===== src/sv/dhoa_pkg.sv =====
package dhoa_pkg;

    localparam int CMD_BITS    = 2;
    localparam int KEY_IN_BITS = 32;
    localparam int HASH_BITS   = 10;
    localparam int STATUS_BITS = 2;
    localparam int IDX_BITS    = 10;
    localparam int CNT_BITS    = 11;

    localparam logic [CMD_BITS-1:0] CMD_INSERT = 2'd0;
    localparam logic [CMD_BITS-1:0] CMD_REMOVE = 2'd1;
    localparam logic [CMD_BITS-1:0] CMD_LOOKUP = 2'd2;

    localparam logic [STATUS_BITS-1:0] ST_DONE      = 2'd0;
    localparam logic [STATUS_BITS-1:0] ST_DUPLICATE = 2'd1;
    localparam logic [STATUS_BITS-1:0] ST_FULL      = 2'd2;
    localparam logic [STATUS_BITS-1:0] ST_NOT_FOUND = 2'd3;

    localparam int MARK_BITS = 2;
    localparam logic [MARK_BITS-1:0] MARK_EMPTY    = 2'd0;
    localparam logic [MARK_BITS-1:0] MARK_OCCUPIED = 2'd1;
    localparam logic [MARK_BITS-1:0] MARK_VACATED  = 2'd2;

    localparam logic [CNT_BITS-1:0] SLOTS_RESET = 11'd1024;

    typedef struct packed {
        logic clr_wr;
        logic load;
        logic mod_step;
        logic probe_chk;
        logic commit;
        logic out_load;
    } t_dp_cmd;

    typedef struct packed {
        logic clr_last;
        logic mod_last;
        logic skip;
        logic chk_stop;
        logic out_free;
    } t_dp_status;

endpackage


===== src/sv/dhoa_ctrl.sv =====
module dhoa_ctrl (
    input  logic                 i_clk,
    input  logic                 i_rst_n,
    input  logic                 i_in_valid,
    output logic                 o_in_ready,
    output dhoa_pkg::t_dp_cmd    o_cmd,
    input  dhoa_pkg::t_dp_status i_sts
);
    import dhoa_pkg::*;

    localparam logic [2:0] S_CLEAR  = 3'd0;
    localparam logic [2:0] S_IDLE   = 3'd1;
    localparam logic [2:0] S_MOD    = 3'd2;
    localparam logic [2:0] S_RD     = 3'd3;
    localparam logic [2:0] S_CHK    = 3'd4;
    localparam logic [2:0] S_COMMIT = 3'd5;
    localparam logic [2:0] S_RESP   = 3'd6;

    logic [2:0] r_state;
    logic [2:0] n_state;

    always_ff @(posedge i_clk) begin
        if (!i_rst_n) begin
            r_state <= S_CLEAR;
        end else begin
            r_state <= n_state;
        end
    end

    assign o_in_ready = (r_state == S_IDLE);

    always_comb begin
        n_state = r_state;
        o_cmd   = '0;
        unique case (r_state)
            S_CLEAR: begin
                o_cmd.clr_wr = 1'b1;
                if (i_sts.clr_last) begin
                    n_state = S_IDLE;
                end
            end
            S_IDLE: begin
                if (i_in_valid) begin
                    o_cmd.load = 1'b1;
                    n_state    = S_MOD;
                end
            end
            S_MOD: begin
                o_cmd.mod_step = 1'b1;
                if (i_sts.mod_last) begin
                    n_state = i_sts.skip ? S_COMMIT : S_RD;
                end
            end
            S_RD: begin
                n_state = S_CHK;
            end
            S_CHK: begin
                o_cmd.probe_chk = 1'b1;
                n_state         = i_sts.chk_stop ? S_COMMIT : S_RD;
            end
            S_COMMIT: begin
                o_cmd.commit = 1'b1;
                n_state      = S_RESP;
            end
            S_RESP: begin
                if (i_sts.out_free) begin
                    o_cmd.out_load = 1'b1;
                    n_state        = S_IDLE;
                end
            end
            default: begin
                n_state = S_CLEAR;
            end
        endcase
    end

endmodule


===== config.mk =====
export PLATFORM = sky130hd
export DESIGN_NAME = dhoa_ctrl
export DESIGN_NICKNAME = d
export VERILOG_FILES = /design/src/sv/dhoa_pkg.sv /design/src/sv/dhoa_ctrl.sv
export SDC_FILE = /design/constraint.sdc
export NUM_CORES = 1
export LEC_CHECK = 0
export BUFFER_PORTS_ARGS = -buffer_cell sky130_fd_sc_hd__buf_2
export CORE_AREA = 2 2 39 41
export DETAILED_ROUTE_END_ITERATION = 16
export DIE_AREA = 0 0 41 43
export PLACE_DENSITY_LB_ADDON = 0.25
export SYNTH_ARGS = -nofsm -noshare
export SYNTH_HDL_FRONTEND = slang
export SYNTH_SLANG_ARGS = --single-unit

===== constraint.sdc =====
create_clock -name i_clk -period 3.3 [get_ports i_clk]
set_input_delay 0.66 -clock i_clk [delete_from_list [all_inputs] [get_ports i_clk]]
set_output_delay 0.66 -clock i_clk [all_outputs]
set_load 0.02 [all_outputs]

# Yosys cells after proc, flatten, opt, wreduce, memory -nomap -nowiden
# Index checks and enable logic that the tools add are counted.
# word_totals
input_bits	8
wordCells	28
out_inout_bits	7
regBits	3
# op_classes
muxes	15
n_eq_ne	10
n_reduce_logical	2
# op_table
operator	n
one-hot mux 3 bit (7 select lines)	1
2-to-1 mux 3 bit	6
== test 3 bit, second input constant	3
2-to-1 mux 1 bit	8
!= test 2 bit, second input constant	4
== test 3 x 2 -> 1 bit, second input constant	2
AND reduction 4 bit	1
== test 3 x 1 -> 1 bit, second input constant	1
logical NOT 3 bit	1

# Depth between registers and ports, before layout
# Gate-level depths: netlist of run 1.
# logic_depth
ltp_word	3
mapped_depth	5
depth_no_buf	4

# Worst setup path after synthesis of run 1
# OpenSTA, ideal clock, no wires.
# synth_path
kind	reg2out
from	register r_state[0]
to	output port o_cmd[4] (netlist bit)
slack_ns	1.231
required_ns	2.640
t_arrival_ns	1.409
stages_incl_launch_ff	4
path_cell_list	dfxtp_1 > buf_2 > nor3b_1 > and2_1
# synth_rtl
element	line	source
start, declared	dhoa_ctrl.sv:19	logic [2:0] r_state;
start signal, assigned	dhoa_ctrl.sv:26	r_state <= n_state;
end, declared	dhoa_ctrl.sv:6	output dhoa_pkg::t_dp_cmd o_cmd,

==> results of run 1 <==
## critical path, stage by stage (launching register included)
cell and delay (ps):
dfxtp_1 530, or2b_1 310, nor2_1 90, buf_2 170
## kinds of logic after synthesis
| kind of cell | count (synthesis) | share of synthesized area, % |
|---|---|---|
| flip-flops | 3 | 22.97 |
| buffers and inverters | 5 | 8.612 |
| AO/OA/AOI/OAI | 9 | 25.84 |
| AND/OR/NAND/NOR | 16 | 42.58 |
## synthesized netlist by cell type (2+ instances only)
cell type  n
nor3b_1    2
a21oi_1    3
buf_2      3
dfxtp_1    3
nor2_1     4
inv_1      2
## how the worst max path moves through the flow
stage,startpoint,endpoint,slack [ps],cells past startpoint
4_1_cts,r_state[1]$_SDFFE_PN0P_,o_cmd[3],1300,3
5_1_grt,r_state[0]$_SDFFE_PN0P_,o_cmd[4],1190,3
6_report,r_state[1]$_SDFFE_PN0P_,o_cmd[3],1300,3
3_3_place_gp,i_in_valid,r_state[1]$_SDFFE_PN0P_,1520,5
3_5_place_dp,i_in_valid,r_state[1]$_SDFFE_PN0P_,1510,5
2_1_floorplan,r_state[0]$_SDFFE_PN0P_,o_cmd[4],1230,3
## per-stage QoR
step	utilization (%)	total power, mW	instance area, µm²	setup slack, ps
after floorplan	-	0.2066	261.5	1231
after global placement	24.32	0.2435	336.6	1525
after detailed placement	24.32	0.2423	336.6	1513
after CTS	26.22	0.3095	362.8	1301
after global routing	26.22	0.3304	362.8	1192
final	26.22	0.3051	362.8	1303
## final cells by class
type | instances | area (µm²) | area share, %
clock buffer | 4 | 26.28 | 7.241
timing repair buffer | 14 | 70.07 | 19.31
sequential | 3 | 60.06 | 16.55
tap | 16 | 20.02 | 5.517
multi-input combinational | 25 | 178.9 | 49.31
inverter | 2 | 7.507 | 2.069
## where the power goes
| part | switching (mW) | total [mW] | internal (mW) |
|---|---|---|---|
| Clock | 0.0191 | 0.0644 | 0.0453 |
| Combinational | 0.0815 | 0.156 | 0.0748 |
| Sequential | 0.0353 | 0.0844 | 0.0491 |
## layer usage
| metal | vias to the layer above | part of all wire (%) | wire (µm) |
|---|---|---|---|
| li1 | 155 | - | - |
| met1 | 125 | 41 | 263 |
| met2 | 15 | 45 | 289 |
| met3 | 5 | 8.9 | 57 |
| met4 | 0 | 4.8 | 31 |
| met5 | - | 0 | 0 |
==> results.yml, run 1 <==
status:
  status: "complete, no violations"
min_path:
  hold_start: "i_rst_n"
  hold_path.class: "in -> reg"
  whs_path_depth: 3
  min_to: "r_state[2]$_SDFFE_PN0P_"
sta:
  report.final.slew_viol_count: 0
  finalSetupTns_ps: 0
  fin_worst_skew_ps: 0.1496
  finalSetupViolations: 0
  finalCritPeriodShare_pct: 60.50
  fmax_mhz: 500.8
  slew_headroom_pct: 71.26
  rsz0062_at_grt: "no"
  fin_crit_ps: 1997
  finalHoldViolations: 0
  whs_ps: 690.2
  worst_pin_slew_ps: 425.3
placed_design:
  port_buffers: 14
  gp_congestion: 0.5977
  dp_hpwl_um: 467.8
  place_inst: 60
die:
  placementRows: 14
  num_io_pins: 15
  dieArea_mm2: 0.001763
  core_area_mm2: 0.001384
  die_w_um: 41
  start_util_pct: 18.90
  die_height_um: 43
global_route:
  grt-busiest-layer: "met2"
  met2_usage_pct: 11.88
  grt_usage_pct: 8.108
  grt_overflow: 0
  grt_pass1_wl_um: 917
  grt_use_met1_pct: 7.962
  grt_antenna_before_repair: 0
  grt.met3_usage_pct: 3.141
  grt_pass1_vias: 237
  grt_max_degree: 15
logic_synthesis:
  yosysSeqAreaShare_pct: 22.97
  syn_area_per_cell_um2: 7.924
  yosysWarnings: 0
  syn_area_um2: 261.5
  yosys-top-cells-area: "dfxtp_1, a21oi_1, buf_2"
  syn_nets: 41
  synth_edf_count: 0
  synth_cells: 33
  synth_top_area_share_pct: 22.97
  synth_cell_types: 22
  synthArstFlopShare_pct: 0
  synth_seq_cells: 3
  yosys.area.top_type: "dfxtp_1"
  synthFlopType: "dfxtp_1"
power:
  ir_worst_vdd_mv: 0.1747
  leakagePower_nw: 0.1714
  power_density_mw_per_mm2: 840.8
clock_network:
  cts_tree: "built"
  cts.sinks: 3
  ctsResizeCount: 0
  clk_pin_slew_ps: 40
  cts_root_buffer: "clkbuf_4"
  cts_buffer_depth: 2
  numCtsBuffers: 3
  post_cts.repair.setup_buffers: 0
  cts.hold.buffers_added: 0
  clk_latency_ps: 230
  cts_htree_levels: 1
finish:
  layout-drive-gt1-share_pct: 41.67
  layout_common_cells: "buf_2, nor2_1, a21oi_1, clkbuf_4, dfxtp_1"
  syn2layout_area_growth_pct: 38.76
  largestRegisters: "r_state (3)"
  diodes: 0
  regMostFlops: "r_state"
  fillerInstances: 161
  final_nets: 57
  largest_reg_flops: 3
  final_common_cell: "buf_2"
  fin_cells: 64
detailed_routing:
  routedWlPerCell_um: 10.03
  drt_iter0_markers: 5
  drt-total-wl_um: 642
  vias: 300
  drc_errors: 0
  antenna_left: 0
  dr.pass1.iters: 4
  viasPerCell: 4.688
critical_path:
  rrSetupSlack_ps: 1700
  regToRegEndpoint: "r_state[1]$_SDFFE_PN0P_"
  cp.required_ps: 2640
  reg2reg_depth: 4
  critPathLaunchType: "flop"
  timing.rr.start: "r_state[2]$_SDFFE_PN0P_"
  crit_arrival_ps: 1340
  critPathCaptureType: "primary output"
  cp_max_fo: 13
  path_class: "reg -> out"
job:
  drv_cap: 0
(Power assumes the default switching activity.)
==> inputs of run 2 (changes only) <==
clock period = 1.6 ns   (was 3.3 ns; I/O delays follow)
==> results.yml, run 2 (synthesis gave the netlist of run 1 again) <==
sta:
  worst_pin_slew_ps: 381.0
  fmax_mhz: 663.0
  report.final.slew_viol_count: 0
  fin_crit_ps: 1508
  slew_headroom_pct: 74.25
  finalSetupViolations: 0
  finalSetupTns_ps: 0
  finalHoldViolations: 0
  rsz0062_at_grt: "no"
  finalCritPeriodShare_pct: 94.27
  fin_worst_skew_ps: 0.7588
clock_network:
  clk_latency_ps: 230
  cts_buffer_depth: 2
  post_cts.repair.setup_buffers: 0
  clk_pin_slew_ps: 30
  ctsResizeCount: 0
  cts.hold.buffers_added: 0
  cts_htree_levels: 1
  numCtsBuffers: 3
  cts.sinks: 3
  cts_root_buffer: "clkbuf_4"
  cts_tree: "built"
die:
  core_area_mm2: 0.001384
  start_util_pct: 18.90
  num_io_pins: 15
  die_w_um: 41
  dieArea_mm2: 0.001763
  placementRows: 14
  die_height_um: 43
detailed_routing:
  viasPerCell: 4.537
  drt-total-wl_um: 607
  drc_errors: 0
  dr.pass1.iters: 4
  drt_iter0_markers: 5
  routedWlPerCell_um: 9.060
  vias: 304
  antenna_left: 0
finish:
  final_common_cell: "buf_2"
  largest_reg_flops: 3
  syn2layout_area_growth_pct: 49.28
  fin_cells: 67
  diodes: 0
  largestRegisters: "r_state (3)"
  regMostFlops: "r_state"
  final_nets: 60
  layout-drive-gt1-share_pct: 47.06
  layout_common_cells: "buf_2, nor2_1"
min_path:
  hold_start: "i_rst_n"
  hold_path.class: "in -> reg"
global_route:
  grt_usage_pct: 8.024
  grt.met3_usage_pct: 1.571
  grt_max_degree: 10
  grt-busiest-layer: "met2"
  grt_pass1_wl_um: 972
  grt_overflow: 0
  grt_use_met1_pct: 10.26
  grt_antenna_before_repair: 0
  grt_pass1_vias: 256
  met2_usage_pct: 11.25
power:
  sw_frac_of_total_pct: 42.35
  ir_worst_vdd_mv: 0.2962
  clockPowerShare_pct: 19.3
  seq_power_share_pct: 21.2
  leakagePower_nw: 0.1906
  power.switching_mw: 0.2810
  intPower_mw: 0.3825
  pwr-share-comb_pct: 59.5
  power_density_mw_per_mm2: 1700
critical_path:
  crit_arrival_ps: 1190
  critPathCaptureType: "primary output"
  critPathLaunchType: "flop"
  timing.rr.start: "r_state[1]$_SDFFE_PN0P_"
  path_class: "reg -> out"
  cp.required_ps: 1280
  rrSetupSlack_ps: 160
  cp_max_fo: 7
  crit_start: "r_state[1]$_SDFFE_PN0P_"
placed_design:
  gp_congestion: 0.7217
  dp_hpwl_um: 483.3
  place_inst: 63
  port_buffers: 14
job:
  drv_cap: 0
status:
  status: "complete, no violations"
## run 2: changes by cell type in the layout (fill, tap and decap cells not counted), sizes merged
cell  change
buf       +3
## run 2: worst max-delay path, stage by stage, from the launching register on
cell and delay, ps:
dfxtp_1 430, or2b_1 290, nor2_1 80, buf_2 160
## run 2: layout make-up
cell class | instances | area (µm²)
Fill cell | 165 | 993.5
Sequential cell | 3 | 60.06
Timing Repair Buffer | 17 | 92.59
Inverter | 2 | 7.507
Clock buffer | 4 | 26.28
Multi-Input combinational cell | 25 | 183.9
Tap cell | 16 | 20.02
## run 2: power by group through the flow
stage | registers, mW | logic, mW | clock network [mW]
5_1_grt | 0.146 | 0.437 | 0.143
3_3_place_gp | 0.143 | 0.403 | 0
6_report | 0.141 | 0.395 | 0.128
4_1_cts | 0.141 | 0.399 | 0.133
2_1_floorplan | 0.118 | 0.314 | 0
3_5_place_dp | 0.141 | 0.398 | 0
## run 2: path summary, 6_finish.rpt
path                                   to  cells past startpoint
setup / recovery                 o_cmd[3]                      3
hold / removal    r_state[2]$_SDFFE_PN0P_                      3
setup reg to reg  r_state[1]$_SDFFE_PN0P_                      4
hold reg to reg   r_state[0]$_SDFFE_PN0P_                      2
## run 2: through the flow
step / util, % / power (mW) / cell area, µm² / hold slack, ps / worst slack [ps]
finish: 28.21 / 0.6635 / 390.4 / 359.7 / 91.68
global route: 28.21 / 0.7254 / 390.4 / 393.5 / 14.77
CTS: 28.21 / 0.6729 / 390.4 / 358.5 / 81.26
detailed placement: 26.31 / 0.5397 / 364.1 / 595.7 / 161.2
global placement: 26.31 / 0.5456 / 364.1 / 601.7 / 166.7
floorplan: - / 0.4319 / 266.5 / 479.6 / 120.1
## run 2: layer usage
layer	vias to the layer above	part of all wire, %	wire length, µm
li1	161	-	-
met1	135	47	283
met2	8	48	289
met3	0	5.8	35
met4	0	0	0
met5	-	0	0
